### src/design/ale_pkg.sv
`default_nettype none

package ale_pkg;

  localparam int WORD_W = 32;

  localparam logic [2:0] OP_INSERT = 3'd0;
  localparam logic [2:0] OP_DELETE = 3'd1;
  localparam logic [2:0] OP_SEARCH = 3'd2;
  localparam logic [2:0] OP_SORT   = 3'd3;
  localparam logic [2:0] OP_READ   = 3'd4;

  localparam logic [1:0] ST_OK       = 2'd0;
  localparam logic [1:0] ST_FULL     = 2'd1;
  localparam logic [1:0] ST_BADPOS   = 2'd2;
  localparam logic [1:0] ST_NOTFOUND = 2'd3;

  typedef struct packed {
    logic gt;
    logic eq;
  } cmp_res_t;

endpackage

`default_nettype wire

### src/design/ale_ram.sv
`default_nettype none

module ale_ram #(
  parameter int WIDTH = 32,
  parameter int DEPTH = 16
) (
  input  wire logic                     clk,
  input  wire logic                     we,
  input  wire logic [$clog2(DEPTH)-1:0] waddr,
  input  wire logic [WIDTH-1:0]         wdata,
  input  wire logic [$clog2(DEPTH)-1:0] raddr,
  output logic      [WIDTH-1:0]         rdata
);

  logic [WIDTH-1:0] mem_r [DEPTH];
  logic [WIDTH-1:0] rdata_r;

  always_ff @(posedge clk) begin
    if (we) begin
      mem_r[waddr] <= wdata;
    end
    rdata_r <= mem_r[raddr];
  end

  assign rdata = rdata_r;

endmodule

`default_nettype wire

### src/design/ale_cmp.sv
`default_nettype none

module ale_cmp (
  input  wire logic signed [ale_pkg::WORD_W-1:0] a,
  input  wire logic signed [ale_pkg::WORD_W-1:0] b,
  output ale_pkg::cmp_res_t                      res
);

  always_comb begin
    res.gt = (a > b);
    res.eq = (a == b);
  end

endmodule

`default_nettype wire

### src/design/array_list_engine.sv
// Bounded list of up to DEPTH signed 32-bit words with an entry count.
// Command channel: an operation (insert, delete, search, sort, read) with a
// 1-based position and a value is taken when start is high and busy is low.
// Results leave on the out_ ports, each valid for exactly one cycle under
// out_valid; the receiver cannot stall, so results are never held back.
// Every operation gives one result, except sort, which gives one result per
// entry (a single result when empty), the final one flagged by out_last.
// Operation codes five to seven are taken and dropped without a result.
// A rejected command, and a sort of an empty list, answer in the cycle
// after acceptance; a sort of a longer list streams its results in
// consecutive cycles. The timing of every operation follows from the
// single storage RAM, which does one read and one write per cycle, and
// the one shared comparator. Busy stays high until the last result is
// issued, so the next command is taken at the earliest at the edge that
// accepts the last result of the previous transaction.
// Reset empties the list at once; the words themselves are not cleared.
`default_nettype none

module array_list_engine #(
  parameter int DEPTH = 16
) (
  input  wire logic                                 clk,
  input  wire logic                                 rst_n,
  input  wire logic                                 start,
  output logic                                      busy,
  input  wire logic [2:0]                           in_operation,
  input  wire logic [$clog2(DEPTH+1)-1:0]           in_position,
  input  wire logic signed [ale_pkg::WORD_W-1:0]    in_item_value,
  output logic                                      out_valid,
  output logic [1:0]                                out_status,
  output logic [$clog2(DEPTH+1)-1:0]                out_found_position,
  output logic signed [ale_pkg::WORD_W-1:0]         out_entry_value,
  output logic [$clog2(DEPTH+1)-1:0]                out_entry_count,
  output logic                                      out_last
);

  localparam int AW = $clog2(DEPTH);
  localparam int CW = $clog2(DEPTH+1);
  localparam int WW = ale_pkg::WORD_W;

  typedef enum logic [8:0] {
    S_IDLE     = 9'b000000001,
    S_SHIFT    = 9'b000000010,
    S_PUTV     = 9'b000000100,
    S_SRCH     = 9'b000001000,
    S_RDOUT    = 9'b000010000,
    S_SORT_GET = 9'b000100000,
    S_SORT_J   = 9'b001000000,
    S_SORT_WB  = 9'b010000000,
    S_SORT_OUT = 9'b100000000
  } state_t;

  state_t            state_r, state_nxt;
  logic [CW-1:0]     n_r, n_nxt;
  logic              is_ins_r, is_ins_nxt;
  logic [WW-1:0]     val_r, val_nxt;
  logic [AW-1:0]     pos_r, pos_nxt;
  logic [CW-1:0]     idx_r, idx_nxt;
  logic [CW-1:0]     j_r, j_nxt;
  logic [CW-1:0]     rem_r, rem_nxt;
  logic              chk_r, chk_nxt;
  logic [AW-1:0]     chk_idx_r, chk_idx_nxt;
  logic [WW-1:0]     cur_r, cur_nxt;

  logic              out_valid_r;
  logic [1:0]        out_status_r;
  logic [CW-1:0]     out_fpos_r;
  logic [WW-1:0]     out_value_r;
  logic [CW-1:0]     out_count_r;
  logic              out_last_r;

  logic              emit;
  logic [1:0]        e_status;
  logic [CW-1:0]     e_fpos;
  logic [WW-1:0]     e_value;
  logic              e_last;

  logic              we;
  logic [AW-1:0]     waddr;
  logic [WW-1:0]     wdata;
  logic [AW-1:0]     raddr;
  logic [WW-1:0]     rdata;

  logic [WW-1:0]     cmp_a;
  ale_pkg::cmp_res_t cmp_res;

  ale_ram #(
    .WIDTH (WW),
    .DEPTH (DEPTH)
  ) u_ram (
    .clk   (clk),
    .we    (we),
    .waddr (waddr),
    .wdata (wdata),
    .raddr (raddr),
    .rdata (rdata)
  );

  // The comparator serves the search (equality with the key) and the sort
  // (held word greater than the word just read).
  assign cmp_a = (state_r == S_SORT_J) ? cur_r : val_r;

  ale_cmp u_cmp (
    .a   (cmp_a),
    .b   (rdata),
    .res (cmp_res)
  );

  always_comb begin
    state_nxt   = state_r;
    n_nxt       = n_r;
    is_ins_nxt  = is_ins_r;
    val_nxt     = val_r;
    pos_nxt     = pos_r;
    idx_nxt     = idx_r;
    j_nxt       = j_r;
    rem_nxt     = rem_r;
    chk_nxt     = chk_r;
    chk_idx_nxt = chk_idx_r;
    cur_nxt     = cur_r;
    emit        = 1'b0;
    e_status    = ale_pkg::ST_OK;
    e_fpos      = '0;
    e_value     = '0;
    e_last      = 1'b1;
    we          = 1'b0;
    waddr       = '0;
    wdata       = '0;
    raddr       = '0;

    case (state_r)
      S_IDLE: begin
        chk_nxt = 1'b0;
        if (start) begin
          case (in_operation)
            ale_pkg::OP_INSERT: begin
              if (n_r == CW'(DEPTH)) begin
                emit     = 1'b1;
                e_status = ale_pkg::ST_FULL;
              end else if ((in_position == '0) ||
                           ({1'b0, in_position} > ({1'b0, n_r} + (CW+1)'(1)))) begin
                emit     = 1'b1;
                e_status = ale_pkg::ST_BADPOS;
              end else begin
                is_ins_nxt = 1'b1;
                val_nxt    = in_item_value;
                pos_nxt    = AW'(in_position - CW'(1));
                idx_nxt    = n_r - CW'(1);
                j_nxt      = n_r;
                rem_nxt    = n_r - in_position + CW'(1);
                state_nxt  = S_SHIFT;
              end
            end
            ale_pkg::OP_DELETE: begin
              if ((in_position == '0) || (in_position > n_r)) begin
                emit     = 1'b1;
                e_status = ale_pkg::ST_BADPOS;
              end else begin
                is_ins_nxt = 1'b0;
                idx_nxt    = in_position;
                j_nxt      = in_position - CW'(1);
                rem_nxt    = n_r - in_position;
                state_nxt  = S_SHIFT;
              end
            end
            ale_pkg::OP_SEARCH: begin
              val_nxt   = in_item_value;
              idx_nxt   = '0;
              state_nxt = S_SRCH;
            end
            ale_pkg::OP_SORT: begin
              if (n_r == '0) begin
                emit = 1'b1;
              end else if (n_r == CW'(1)) begin
                idx_nxt   = '0;
                state_nxt = S_SORT_OUT;
              end else begin
                raddr     = '0;
                idx_nxt   = '0;
                state_nxt = S_SORT_GET;
              end
            end
            ale_pkg::OP_READ: begin
              if ((in_position == '0) || (in_position > n_r)) begin
                emit     = 1'b1;
                e_status = ale_pkg::ST_BADPOS;
              end else begin
                raddr     = AW'(in_position - CW'(1));
                state_nxt = S_RDOUT;
              end
            end
            default: begin
            end
          endcase
        end
      end

      // Moves one word per cycle: the word read last cycle is written to
      // its new slot while the next source word is read.
      S_SHIFT: begin
        if (chk_r) begin
          we    = 1'b1;
          waddr = chk_idx_r;
          wdata = rdata;
        end
        if (rem_r != '0) begin
          raddr       = idx_r[AW-1:0];
          chk_nxt     = 1'b1;
          chk_idx_nxt = j_r[AW-1:0];
          rem_nxt     = rem_r - CW'(1);
          if (is_ins_r) begin
            idx_nxt = idx_r - CW'(1);
            j_nxt   = j_r - CW'(1);
          end else begin
            idx_nxt = idx_r + CW'(1);
            j_nxt   = j_r + CW'(1);
          end
        end else begin
          chk_nxt = 1'b0;
          if (!chk_r) begin
            if (is_ins_r) begin
              state_nxt = S_PUTV;
            end else begin
              n_nxt     = n_r - CW'(1);
              emit      = 1'b1;
              state_nxt = S_IDLE;
            end
          end
        end
      end

      S_PUTV: begin
        we        = 1'b1;
        waddr     = pos_r;
        wdata     = val_r;
        n_nxt     = n_r + CW'(1);
        emit      = 1'b1;
        state_nxt = S_IDLE;
      end

      S_SRCH: begin
        if (chk_r && cmp_res.eq) begin
          emit      = 1'b1;
          e_fpos    = CW'(chk_idx_r) + CW'(1);
          chk_nxt   = 1'b0;
          state_nxt = S_IDLE;
        end else if (idx_r < n_r) begin
          raddr       = idx_r[AW-1:0];
          chk_nxt     = 1'b1;
          chk_idx_nxt = idx_r[AW-1:0];
          idx_nxt     = idx_r + CW'(1);
        end else begin
          emit      = 1'b1;
          e_status  = ale_pkg::ST_NOTFOUND;
          chk_nxt   = 1'b0;
          state_nxt = S_IDLE;
        end
      end

      S_RDOUT: begin
        emit      = 1'b1;
        e_value   = rdata;
        state_nxt = S_IDLE;
      end

      // Slot i is held in cur_r while every later slot is read and compared;
      // a smaller word is swapped in and the held word goes to its slot.
      S_SORT_GET: begin
        cur_nxt   = rdata;
        j_nxt     = idx_r + CW'(1);
        chk_nxt   = 1'b0;
        state_nxt = S_SORT_J;
      end

      S_SORT_J: begin
        if (chk_r && cmp_res.gt) begin
          we      = 1'b1;
          waddr   = chk_idx_r;
          wdata   = cur_r;
          cur_nxt = rdata;
        end
        if (j_r < n_r) begin
          raddr       = j_r[AW-1:0];
          chk_nxt     = 1'b1;
          chk_idx_nxt = j_r[AW-1:0];
          j_nxt       = j_r + CW'(1);
        end else begin
          chk_nxt   = 1'b0;
          state_nxt = S_SORT_WB;
        end
      end

      S_SORT_WB: begin
        we      = 1'b1;
        waddr   = idx_r[AW-1:0];
        wdata   = cur_r;
        idx_nxt = idx_r + CW'(1);
        if (({1'b0, idx_r} + (CW+1)'(2)) < {1'b0, n_r}) begin
          raddr     = AW'(idx_r + CW'(1));
          state_nxt = S_SORT_GET;
        end else begin
          idx_nxt   = '0;
          chk_nxt   = 1'b0;
          state_nxt = S_SORT_OUT;
        end
      end

      S_SORT_OUT: begin
        if (chk_r) begin
          emit    = 1'b1;
          e_value = rdata;
          e_last  = (CW'(chk_idx_r) == (n_r - CW'(1)));
        end
        if (idx_r < n_r) begin
          raddr       = idx_r[AW-1:0];
          chk_nxt     = 1'b1;
          chk_idx_nxt = idx_r[AW-1:0];
          idx_nxt     = idx_r + CW'(1);
        end else begin
          chk_nxt   = 1'b0;
          state_nxt = S_IDLE;
        end
      end

      default: begin
        state_nxt = S_IDLE;
      end
    endcase
  end

  always_ff @(posedge clk) begin
    if (!rst_n) begin
      state_r     <= S_IDLE;
      n_r         <= '0;
      chk_r       <= 1'b0;
      out_valid_r <= 1'b0;
    end else begin
      state_r     <= state_nxt;
      n_r         <= n_nxt;
      chk_r       <= chk_nxt;
      out_valid_r <= emit;
    end
  end

  always_ff @(posedge clk) begin
    is_ins_r  <= is_ins_nxt;
    val_r     <= val_nxt;
    pos_r     <= pos_nxt;
    idx_r     <= idx_nxt;
    j_r       <= j_nxt;
    rem_r     <= rem_nxt;
    chk_idx_r <= chk_idx_nxt;
    cur_r     <= cur_nxt;
    if (emit) begin
      out_status_r <= e_status;
      out_fpos_r   <= e_fpos;
      out_value_r  <= e_value;
      out_count_r  <= n_nxt;
      out_last_r   <= e_last;
    end
  end

  assign busy               = (state_r != S_IDLE);
  assign out_valid          = out_valid_r;
  assign out_status         = out_status_r;
  assign out_found_position = out_fpos_r;
  assign out_entry_value    = out_value_r;
  assign out_entry_count    = out_count_r;
  assign out_last           = out_last_r;

endmodule

`default_nettype wire

### config.mk
export PLATFORM = sky130hd
export DESIGN_NAME = array_list_engine
export DESIGN_NICKNAME = d
export VERILOG_FILES = /design/src/design/ale_pkg.sv /design/src/design/ale_ram.sv /design/src/design/ale_cmp.sv /design/src/design/array_list_engine.sv
export SDC_FILE = /design/constraint.sdc
export NUM_CORES = 1
export LEC_CHECK = 0
export ABC_AREA = 1
export BUFFER_PORTS_ARGS = -buffer_cell sky130_fd_sc_hd__buf_2
export CAP_MARGIN = 20
export CORE_MARGIN = 3
export CORE_UTILIZATION = 30
export DETAILED_ROUTE_END_ITERATION = 12
export PLACE_DENSITY = 0.52
export SETUP_SLACK_MARGIN = 0.1
export SLEW_MARGIN = 5
export SYNTH_ARGS = -nofsm -noshare
export SYNTH_HDL_FRONTEND = slang
export SYNTH_SLANG_ARGS = --single-unit
### constraint.sdc
create_clock -name clk -period 9.1 [get_ports clk]
set_input_delay 1.82 -clock clk [delete_from_list [all_inputs] [get_ports clk]]
set_output_delay 1.82 -clock clk [all_outputs]
set_load 0.02 [all_outputs]
Yosys cells after proc, flatten, opt, wreduce, memory -nomap -nowiden --
Memory sizes are Yosys's and may differ from the RTL's. A register that Yosys moved wholly into a read port is not among the register bits. Index checks and enable logic that the tools add are counted. Widths: inputs -> output; s select.
Operators by class: add/sub/neg operators 13, multiply operators 0, div/mod/pow operators 0, magnitude comparators 6, eq/ne operators 38, shifts and indexed selects 0, muxes and demuxes 110, bitwise operators 2, reductions and logical operators 32
Operators by type and width (number):
- $mux 32 | 6
- $pmux 32 s2 | 3
- $pmux 32 s4 | 1
- $mux 5 | 25
- $mux 9 | 13
- $pmux 9 s7 | 1
- $mux 4 | 14
- $pmux 9 s5 | 1
- $pmux 5 s2 | 4
- $pmux 5 s4 | 2
- $eq 32x32->1 | 1
- $gt 32x32->1 | 1
- $pmux 4 s4 | 2
- $pmux 5 s5 | 1
- $sub 5x1->5 const B | 5
- $pmux 4 s6 | 1
- $mux 1 | 22
- $add 5x1->5 const B | 4
- $ne 2x2->1 const B | 10
- $ne 3x3->1 const B | 5
- $mux 2 | 6
- $logic_not 5->1 | 2
- $lt 5x5->1 | 2
- $reduce_and 10->1 | 1
- other kinds (49) | 68
Word-level totals: register bits after elaboration 149, bits in latches 0, RAM bits 512, memory bits (read-only) 0, bits of input ports 43, output and inout port bits 47, memories 1
Memories:
- u_ram.mem_r | depth 16, width 32, read ports 1, clocked after Yosys merged registers in 1, wr ports 1, line ale_ram.sv:15 | logic [WIDTH-1:0] mem_r [DEPTH];

Longest topological paths before layout --
Gate-level depths: netlist of the first run.
word-level depth 8, mapped depth 28, mapped depth without buffers 26

Hierarchy --
From an unflattened synthesis of the first run, not the netlist that was laid out.
Unflattened totals: cell total of the unflattened synthesis 3227, area total of the unflattened synthesis 32259.7 um2
By module, submodules not included:
- ale_ram | times used 1, cells an instance 2122, area each 22748.1 um2, sequential area each 16015.4 um2
- array_list_engine | times used 1, cells an instance 960, area each 8620.8 um2, sequential area each 4314.1 um2
- ale_cmp | times used 1, cells an instance 145, area each 890.9 um2, sequential area each 0.0 um2

Worst setup path before layout of the first run --
OpenSTA, ideal clock, no wires.
path type input-to-reg, start input port in_position[3], end register val_r[0] (enable), library setup time 0.461 ns, arrival time 4.925 ns, path slack 3.714 ns, cell stages on the path 9, buffers on the path 0, cell sequence ha_1 > a21o_1 > nand2_1 > nand3_1 > nand2_1 > nand2_1 > nand2_1 > nand4_1 > nor3_1
Between the ends: cells in the longest elaborated chain, start to end 4, elaborated cells on any way between the ends 5, classes of those cells order compare (1); eq/ne (1); reduce/logical (3)
RTL lines:
- start, declared | line array_list_engine.sv:27 | input wire logic [$clog2(DEPTH+1)-1:0] in_position,
- $gt 5x6->1 / $logic_not 5->1 (equally long branches) | line array_list_engine.sv:141, array_list_engine.sv:140
- $logic_or 1x1->1 * | line array_list_engine.sv:140 | end else if ((in_position == '0) ||
- $ne 2x2->1 (no source line) *
- $reduce_and 5->1 (no source line) *
- end signal, assigned | line array_list_engine.sv:347 | val_r <= val_nxt;
- end, declared | line array_list_engine.sv:56 | logic [WW-1:0] val_r, val_nxt;
Every way passes the cells marked *; elsewhere a longest branch is shown, timed or not. A chain may end at the register's enable or synchronous reset.

Final worst setup path of the first run --
start register state_r[0], end register u_ram.rdata_r[6], in the netlist u_ram.rdata[6] (read register of u_ram.mem_r)
Between the ends: cells in the longest elaborated chain, start to end 6, elaborated cells on any way between the ends 11, classes of those cells eq/ne (7); mux (3); reduce/logical (1)
RTL lines:
- start, declared | line array_list_engine.sv:53 | state_t state_r, state_nxt;
- start signal, assigned | line array_list_engine.sv:338 | state_r <= state_nxt;
- $eq 9x7->1 | line array_list_engine.sv:101, array_list_engine.sv:131
- $mux 32 | line array_list_engine.sv:101 | assign cmp_a = (state_r == S_SORT_J) ? cur_r : val_r;
- $eq 32x32->1 | line ale_cmp.sv:11 | res.eq = (a == b);
- $logic_and 1x1->1 | line array_list_engine.sv:242 | if (chk_r && cmp_res.eq) begin
- $mux 4 | line array_list_engine.sv:242
- $pmux 4 s6 * | line array_list_engine.sv:131 | case (state_r)
- end, declared | line ale_ram.sv:16 | logic [WIDTH-1:0] rdata_r;
Marks and branches as above.

==> metrics.csv, run 1 <==
metric;value;unit
syn2layout_area_growth;15.1;%
drive_above_1_share;10.3;%
worstPathMaxFanout;107;
synthTopCellsByArea;edfxtp_1 (61%), nand2_1 (11%), nand3_1 (8.0%), inv_1 (3.5%), dfxtp_1 (3.0%);
crit_arrival;6350;ps
antenna_found_initial;1;
num_rows;118;
finalClockSkew;24.9;ps
gr-usage-all-layers;17.3;%
endpoint;u_ram.rdata[6];
synth_largest_area_cell;edfxtp_1;
min_from;u_ram.rdata[25];
p_sw;2.12;mW
synth_flop_cell;edfxtp_1;
post-cts-setup-buffer-count;0;
swShare;26.7;%
die_h;332;um
r2r_slack;3260;ps
rr_worst_depth;25;
worstMarginPinSlew;1090;ps
relSlewSlack;26.8;%
path_buf_inv;4;
critPathCaptureType;register;
power_frac_seq;46.1;%
max-vdd-ir-drop;135;uV
htree_levels;3;
die-area;110000;um2
path_class;register to register;
start_kind;register;
cts_tree;yes;
hold_violations;0;
vias;23200;
synth_cell_types;49;
cap_violations;0;
ys_ff_latch;693;
dr.pass1.iters;5;
cts_buffers;78;
setup_viol;0;
p_int;5.82;mW
syn_inst;3117;
core;104000;um2
cp-startpoint;state_r[0];
synth-seq-area-share;63.8;%
grt_pass1_vias;22200;
gp_congestion;0.897;
dpl.hpwl;55800;um
rsz0062_at_grt;no;
pwr-share-comb;13.2;%
setup_tns;0;ps
fin_cells;4637;
syn_nets;3230;
min_path_type;register to register;
postCtsResizedCells;0;
slowest_stage;buf_4;
timing.rr.end;u_ram.rdata[6];
path_clk_slew;60;ps
cts_root_buffer;clkbuf_16;
netlist_area;31800;um2
crit_top_cell;nand2_1;
clkPwrFrac;40.7;%
place_ws;2810;ps
r2r_start;state_r[0];
vias_per_cell;5.00;
synthArstFlopShare;0;%
avgRoutedWirePerCell;21.0;um
synth_edf_count;645;
p_leak;14.0;nW
initial_core_util;30.5;%
max_stage_delay;670;ps
crit_required;9610;ps
crit_family;simple AND/OR/NAND/NOR gates;
fill_cells;10500;
clock_latency;630;ps
status;completed;
grt_max_degree;157;
fp.dieW;332;um
avgSynthCellArea;10.2;um2
diodes;0;
finalNetCount;3306;
ctsHoldBuffers;0;
clockBufferDepth;3;
place_inst;4488;
setup_ws;3260;ps
grt_first_pass_wirelength;147000;um
ant_nets;0;
min_period;5840;ps
max_freq;171;MHz
p_per_area;217;nW/um2
yosysWarningCount;0;
drt_iter0_drc;2298;
fin_crit_sh;64.2;%
cp.depth;25;
io_pins;90;
grt-ovfl-total;0;
cts_sinks;693;
io_buffers;89;
slew_viol_final;0;
drc;0;
wl;97500;um
yosys.area.top_type_share;60.8;%
-- synthesized netlist by cell type, drive strengths merged, types with 2 or more instances --
cell type and count:
o22ai 5, dfxtp 48, buf 121, nand3 510, xor2 25, inv 308, o31ai 2, clkbuf 43
xnor2 6, ha 69, a22oi 2, a21oi 50, nor3 16, nor4 4, o221ai 37, a31oi 4
edfxtp 645, nand3b 2, nor2 153, o21bai 2, nand2 900, nand4 79, nor3b 3, o21a 5
a221oi 4, a32oi 2, o211ai 2, o21ai 62
-- area by class of cell --
class	instances	area, um2	share of cell area, %
clock buffer	99	2110	5.76
clock inverter	45	495	1.35
inverter	308	1160	3.15
multi-input combinational	1952	9800	26.7
sequential	693	20300	55.5
tap	1380	1730	4.71
timing repair buffer	160	1040	2.85
-- cell families (layout without fill, tap and decap cells) --
| family | count (synthesis) | in the layout | synth area share (%) |
|---|---|---|---|
| buf+inv | 472 | 612 | 6.14 |
| simple gates | 1669 | 1669 | 22.8 |
| xor+xnor | 31 | 31 | 0.852 |
| fa+ha+maj | 70 | 70 | 2.77 |
| compound gates | 182 | 182 | 3.59 |
| flops | 693 | 693 | 63.8 |
-- registers in the layout, indices dropped and copies added, names as in the netlist --
register            cells
u_ram.rdata            32
out_last                1
pos_r                   4
out_found_position      5
n_r                     5
state_r                 9
rem_r                   5
is_ins_r                1
out_status              2
j_r                     5
val_r                  32
out_entry_count         5
out_valid               1
idx_r                   5
out_entry_value        32
cur_r                  32
chk_r                   1
chk_idx_r               4
u_ram.mem_r           512
-- through the flow --
stage	hold WS [ps]	utilization, %	cell area [um2]	total power, mW
after floorplan	408	-	31800	4.42
after global placement	414	32.5	33900	4.76
after detailed placement	413	32.6	34000	4.76
after CTS	428	35.1	36600	7.99
after global routing	441	35.1	36700	8.25
final	430	35.1	36700	7.94
-- layer usage --
| layer | vias to the layer above | track usage (%) | routed length (um) |
|---|---|---|---|
| met5 | - | 0 | 7 |
| met4 | 2 | 5.16 | 2730 |
| met3 | 168 | 2.71 | 6190 |
| met2 | 824 | 26.4 | 42800 |
| met1 | 11300 | 25.3 | 45700 |
| li1 | 10900 | - | - |
-- placed cells by master (no fill, tap or decap), types with 12 or more instances in the layout --
master and instances:
clkbuf_1 15, clkinv_2 12, nor2_4 24, nand3_1 508, nor3_1 13, clkbuf_16 80
edfxtp_1 645, inv_1 301, buf_4 66, o21ai_0 62, nand4_1 78, clkinv_1 14
o221ai_1 33, buf_2 89, ha_1 69, nor2_1 123, dfxtp_1 48, nand2_1 890
xor2_1 25, a21oi_1 49
-- worst min path at each step --
stage / depth (start not counted) / to / slack (ps)
global placement: 0 / cur_r[27] / 410
CTS: 0 / cur_r[25] / 430
detailed placement: 0 / cur_r[25] / 410
finish: 0 / cur_r[25] / 430
global route: 0 / cur_r[29] / 440
floorplan: 0 / cur_r[10] / 410
-- power by group through the flow --
stage | Clock (mW) | Sequential [mW] | Combinational [mW]
6_report | 3.23 | 3.66 | 1.05
5_1_grt | 3.41 | 3.67 | 1.17
4_1_cts | 3.29 | 3.66 | 1.04
3_5_place_dp | 0 | 3.73 | 1.04
3_3_place_gp | 0 | 3.73 | 1.03
2_1_floorplan | 0 | 3.70 | 0.716
Note: power is estimated with default switching activity, not from simulation.
==> run 2: changes to the inputs <==
==> constraint.sdc (replaced) <==
create_clock -name clk -period 6.1 [get_ports clk]
set_input_delay 1.22 -clock clk [delete_from_list [all_inputs] [get_ports clk]]
set_output_delay 1.22 -clock clk [all_outputs]
set_load 0.02 [all_outputs]
==> run 2 against run 1 <==
Cell count barely moved. Sequential power rose by 50%. Maximum frequency rose by 9.7%. Die area did not move. Cell area rose by 0.35%. Via count rose by 0.48%. Non-clock buffer count rose by 1. Clock power rose by 44%. Core utilization rose by 0.12 points. Hold slack got worse by 1.4 ps. Largest power group unchanged.
==> metrics.csv, run 2 (synthesis gave the netlist of run 1 again) <==
metric;value;unit;change
fill_cells;10400;;-0.077%
ant_nets;0;;unchanged
cts_buffers;79;;+1.3%
postCtsResizedCells;0;;unchanged
max_freq;188;MHz;+9.7%
grt_pass1_vias;22300;;+0.30%
rsz0062_at_grt;no;;
vias_per_cell;5.02;;+0.44%
initial_core_util;30.5;%;unchanged
fin_cells;4639;;+0.043%
setup_viol;0;;unchanged
layout.area.seq;20300;um2;unchanged
crit_chain;nor2_1 -> nand2_1 -> inv_2 -> nand2_1 -> nor2_4 -> buf_4 -> o21ai_0 -> ha_1 -> nand2_1 -> nor2_1 -> nand2_1 -> nor2_1 -> nand3_1 -> nand3_1 -> inv_1 -> nand3_1 -> nand2_1 -> a21oi_1 -> nand2_1 -> nor2_4 -> buf_4;;
ctsHoldBuffers;0;;unchanged
worstMarginPinSlew;1140;ps;+46.7 ps
hold_violations;0;;unchanged
path_clk_slew;70;ps;about the same
vias;23300;;+0.48%
num_rows;118;;unchanged
mostFrequentLayoutCell;nand2_1;;
wl;99700;um;+2.2%
multi_input_area;9820;um2;+0.26%
htree_levels;3;;unchanged
io_pins;90;;unchanged
relSlewSlack;23.9;%;-2.9 points
top_register;u_ram.mem_r;;
gr-usage-all-layers;17.7;%;+0.37 points
path_class;register to register;;
slew_viol_final;0;;unchanged
clockBufferDepth;3;;unchanged
dpl.hpwl;60200;um;+7.9%
worstPathMaxFanout;69;;-36%
die-area;110000;um2;unchanged
setup_tns;0;ps;unchanged
drive_above_1_share;10.6;%;+0.24 points
finalClockSkew;33.5;ps;+8.53 ps
syn2layout_area_growth;15.5;%;
clock_latency;640;ps;about the same
grt_max_degree;129;;-18%
diodes;0;;unchanged
gp_congestion;0.895;;-0.13%
drt_iter0_drc;2526;;+9.9%
slowest_stage;nor2_4;;
cap_violations;0;;unchanged
cts_sinks;693;;unchanged
grt-ovfl-total;0;;unchanged
antenna_found_initial;0;;-1
fin_crit_sh;87.3;%;+23 points
finalNetCount;3308;;+0.060%
max-vdd-ir-drop;194;uV;+44%
place_inst;4494;;+0.13%
final_cell_mix;nand2_1 (890), edfxtp_1 (645), nand3_1 (508), inv_1 (301), nor2_1 (123);;
max_stage_delay;750;ps;+80 ps
die_h;332;um;unchanged
p_per_area;318;nW/um2;+47%
start_kind;register;;
min_path_type;register to register;;
avgRoutedWirePerCell;21.5;um;+2.2%
crit_top_cell;nand2_1;;
crit_required;6390;ps;-3220 ps
dr.pass1.iters;6;;+1
grt_first_pass_wirelength;149000;um;+1.5%
cts_tree;yes;;
drc;0;;unchanged
core;104000;um2;unchanged
fp.dieW;332;um;unchanged
cts_root_buffer;clkbuf_16;;
io_buffers;89;;unchanged
status;completed;;
min_period;5330;ps;-518 ps
crit_arrival;5620;ps;-730 ps
critPathCaptureType;register;;
post-cts-setup-buffer-count;0;;unchanged
p_leak;14.0;nW;+0.20%
largest_reg_flops;512;;unchanged
==> run 2: cell count changes in the layout (fill, tap and decap cells not counted), sizes merged <==
cell / change
buf: +2
clkbuf: -3
bufinv: -5
clkinv: +7
clkinvlp: +1
==> run 2: layout make-up <==
| cell class | count | area share, % |
|---|---|---|
| Inverter | 308 | 3.14 |
| Tap cell | 1380 | 4.69 |
| Multi-Input combinational cell | 1952 | 26.7 |
| Clock inverter | 48 | 1.16 |
| Clock buffer | 97 | 5.67 |
| Timing Repair Buffer | 161 | 3.39 |
| Sequential cell | 693 | 55.3 |
==> run 2: metrics by stage <==
| step | area (um2) | setup WS (ps) | total power [mW] | util [%] | hold WS (ps) |
|---|---|---|---|---|---|
| 6_report | 36800 | 774 | 11.7 | 35.2 | 429 |
| 3_5_place_dp | 34300 | 867 | 7.14 | 32.8 | 416 |
| 2_1_floorplan | 31800 | 1260 | 6.59 | - | 408 |
| 5_1_grt | 36800 | 383 | 12.2 | 35.2 | 434 |
| 3_3_place_gp | 34300 | 925 | 7.13 | 32.8 | 415 |
| 4_1_cts | 36800 | 806 | 11.8 | 35.2 | 425 |
==> run 2: worst paths after layout <==
check	startpoint	end	slack (ps)	cells past startpoint
setup / recovery	state_r[0]	u_ram.mem_r[12][28]	770	21
hold / removal	u_ram.rdata[11]	cur_r[11]	430	0
setup reg to reg	state_r[0]	u_ram.mem_r[12][28]	770	21
hold reg to reg	u_ram.rdata[11]	cur_r[11]	430	0
==> run 2: routing by layer <==
layer / track usage, % / wire (um) / up-vias
li1: - / - / 10900
met1: 25.0 / 45000 / 11400
met2: 27.6 / 44700 / 925
met3: 3.19 / 7420 / 143
met4: 5.23 / 2500 / 0
met5: 0 / 0 / -
==> run 2: power breakdown <==
group          total, mW  switching (mW)  internal, mW
logic               1.57            1.09         0.482
clock network       4.64            1.98          2.66
registers           5.48           0.153          5.32
total               11.7            3.22          8.47
==> run 2: worst max-delay path: cells and delay by family, from the launching register on <==
kind / cells / cell delay (ps)
DFF: 1 / 320
AOI/OAI and AO/OA: 2 / 520
and+or+nand+nor: 14 / 2660
buffers and inverters: 4 / 1070
adders and majority gates: 1 / 330
==> run 3: changes to the inputs <==
--- a/config.mk
+++ b/config.mk
@@ -8,7 +8,7 @@
 export ABC_AREA = 1
 export BUFFER_PORTS_ARGS = -buffer_cell sky130_fd_sc_hd__buf_2
 export CAP_MARGIN = 20
-export CORE_MARGIN = 3
+export CORE_MARGIN = 4
 export CORE_UTILIZATION = 30
 export DETAILED_ROUTE_END_ITERATION = 12
 export PLACE_DENSITY = 0.52
==> run 3 against run 2 <==
Maximum frequency fell by 5.8%. Critical endpoint is now u_ram.mem_r[2][3]. Non-clock buffer count rose by 14. Critical path type unchanged. First-iteration DRC count fell by 8.0%.
==> metrics.csv, run 3 (synthesis gave the netlist of run 1 again) <==
metric;value;unit;change
ant_nets;0;;unchanged
top_layer;met5;;
io_pins;90;;unchanged
crit_arrival;5970;ps;+350 ps
initial_core_util;30.2;%;-0.30 points
cap_violations;0;;unchanged
worstPathMaxFanout;24;;-65%
grt_max_degree;129;;unchanged
drive_above_1_share;11.0;%;+0.42 points
rr_worst_depth;21;;unchanged
dr.pass1.iters;5;;-1
p_per_area;324;nW/um2;+2.1%
grt_pass1_vias;22100;;-0.90%
fin_crit_sh;92.7;%;+5.4 points
p_sw;3.21;mW;-0.14%
avgRoutedWirePerCell;21.5;um;-0.12%
wl_met1;44900;um;-0.19%
gp_congestion;0.895;;unchanged
wl;100000;um;+0.40%
min_period;5660;ps;+331 ps
start_kind;register;;
drc;0;;unchanged
finalNetCount;3322;;+0.42%
dpl.hpwl;59100;um;-1.8%
multi_input_area;9790;um2;-0.33%
max-vdd-ir-drop;189;uV;-2.5%
cts_sinks;693;;unchanged
cts_root_buffer;clkbuf_16;;
hold_violations;0;;unchanged
min_path_type;register to register;;
fill_cells;10600;;+1.7%
clock_latency;650;ps;about the same
path_buf_inv;4;;unchanged
worstMarginPinSlew;1060;ps;-79.8 ps
grt_first_pass_wirelength;147000;um;-0.91%
crit_required;6410;ps;+20 ps
cts_tree;yes;;
power;12.0;mW;+2.4%
max_freq;177;MHz;-5.8%
power_frac_seq;45.8;%;-1.1 points
slew_viol_final;0;;unchanged
largest_reg_flops;512;;unchanged
holdPathEnd;cur_r[6];;
io_buffers;89;;unchanged
drt_iter0_drc;2323;;-8.0%
holdPathStages;0;;unchanged
status;completed;;
htree_levels;3;;unchanged
pwr-share-comb;13.2;%;-0.2 points
crit_chain;nor2_2 -> nand2_1 -> inv_2 -> nand2_1 -> nor2_4 -> buf_4 -> o21ai_0 -> ha_1 -> nand2_1 -> nor2_1 -> nand2_1 -> nor2_1 -> nand3_1 -> nand3_1 -> inv_1 -> nand3_1 -> nand2_1 -> a21oi_1 -> nand2_1 -> nor2_4 -> buf_4;;
core;105000;um2;+0.99%
crit_top_cell;nand2_1;;
diodes;0;;unchanged
path_class;register to register;;
wl_met3;8440;um;+14%
slowest_stage;nor2_4;;
relSlewSlack;28.2;%;+4.3 points
p_int;8.76;mW;+3.4%
clkPwrFrac;41.1;%;+1.4 points
setup_tns;0;ps;unchanged
num_rows;119;;+0.85%
critPathCaptureType;register;;
mostFrequentLayoutCell;nand2_1;;
antenna_found_initial;1;;+1
rsz0062_at_grt;no;;
r2r_slack;440;ps;-330 ps
timing.rr.end;u_ram.mem_r[2][3];;
final_cell_mix;nand2_1 (890), edfxtp_1 (645), nand3_1 (508), inv_1 (301), nor2_1 (123);;
cts_buffers;78;;-1.3%
die_h;334;um;+0.60%
setup_viol;0;;unchanged
swShare;26.8;%;-0.69 points
syn2layout_area_growth;15.9;%;
clockBufferDepth;3;;unchanged
post-cts-setup-buffer-count;0;;unchanged
top_register;u_ram.mem_r;;
max_stage_delay;840;ps;+90 ps
grt-ovfl-total;0;;unchanged
postCtsResizedCells;0;;unchanged
p_leak;14.1;nW;+0.67%
die-area;111000;um2;+1.2%
path_clk_slew;60;ps;about the same
vias_per_cell;5.02;;about the same
cp.depth;21;;unchanged
met2_length;43700;um;-2.3%
finalClockSkew;37.9;ps;+4.45 ps
gr-usage-all-layers;17.5;%;-0.18 points
min_from;u_ram.rdata[6];;
vias;23400;;+0.52%
r2r_start;state_r[2];;
fp.dieW;334;um;+0.60%
layout.area.seq;20300;um2;unchanged
crit_family;simple AND/OR/NAND/NOR gates;;
## run 3: changes by cell type in the layout (fill, tap and decap cells not counted), moves of 3 or more
cell / delta
buf_12: -11
clkbuf_8: +8
o221ai_1: +6
clkinv_2: -8
buf_4: +26
clkinv_1: -5
clkbuf_1: -3
o221ai_2: -6
bufinv_16: +5
## run 3: per-stage QoR
stage | setup WS (ps) | utilization (%) | cell area (um2) | instances | hold WS [ps]
final | 443 | 35.0 | 36900 | 4663 | 431
after global routing | 121 | 35.0 | 36900 | 4663 | 444
after CTS | 526 | 35.0 | 36900 | 4656 | 429
after detailed placement | 567 | 32.4 | 34200 | 4513 | 421
after global placement | 651 | 32.4 | 34100 | 4506 | 411
after floorplan | 1260 | - | 31800 | 3117 | 408
## run 3: power groups by stage
stage                     combinational (mW)  sequential [mW]  clock (mW)
after global routing                    1.76             5.49        5.20
after floorplan                         1.07             5.53           0
final                                   1.57             5.48        4.92
after detailed placement                1.56             5.57           0
after CTS                               1.57             5.47        5.01
after global placement                  1.56             5.57           0
## run 3: worst max path at each step
stage / startpoint / endpoint / slack (ps)
after floorplan: state_r[2] / u_ram.mem_r[10][0] / 1260
after global placement: state_r[2] / u_ram.mem_r[13][10] / 650
after detailed placement: state_r[0] / u_ram.mem_r[13][10] / 570
after CTS: state_r[2] / u_ram.mem_r[13][13] / 530
after global routing: state_r[0] / u_ram.mem_r[2][12] / 120
final: state_r[2] / u_ram.mem_r[2][3] / 440
## run 3: repair_timing
item,4_1_cts,5_1_grt
hold buffers,0,0
setup endpoints to repair,0,13
endpoints found under the hold margin,0,0
## run 3: cell type report
type / count / share of cell area (%)
Multi-Input combinational cell: 1953 / 26.5
Timing Repair Buffer: 175 / 3.29
Sequential cell: 693 / 55.1
Inverter: 308 / 3.13
Tap cell: 1391 / 4.71
Clock buffer: 102 / 5.91
Clock inverter: 41 / 1.36
## run 3: metal layers
| layer | vias to the layer above | global-route usage [%] |
|---|---|---|
| met4 | 2 | 5.57 |
| met5 | - | 0 |
| met3 | 175 | 3.71 |
| met1 | 11400 | 25.2 |
| li1 | 10900 | - |
| met2 | 979 | 26.4 |
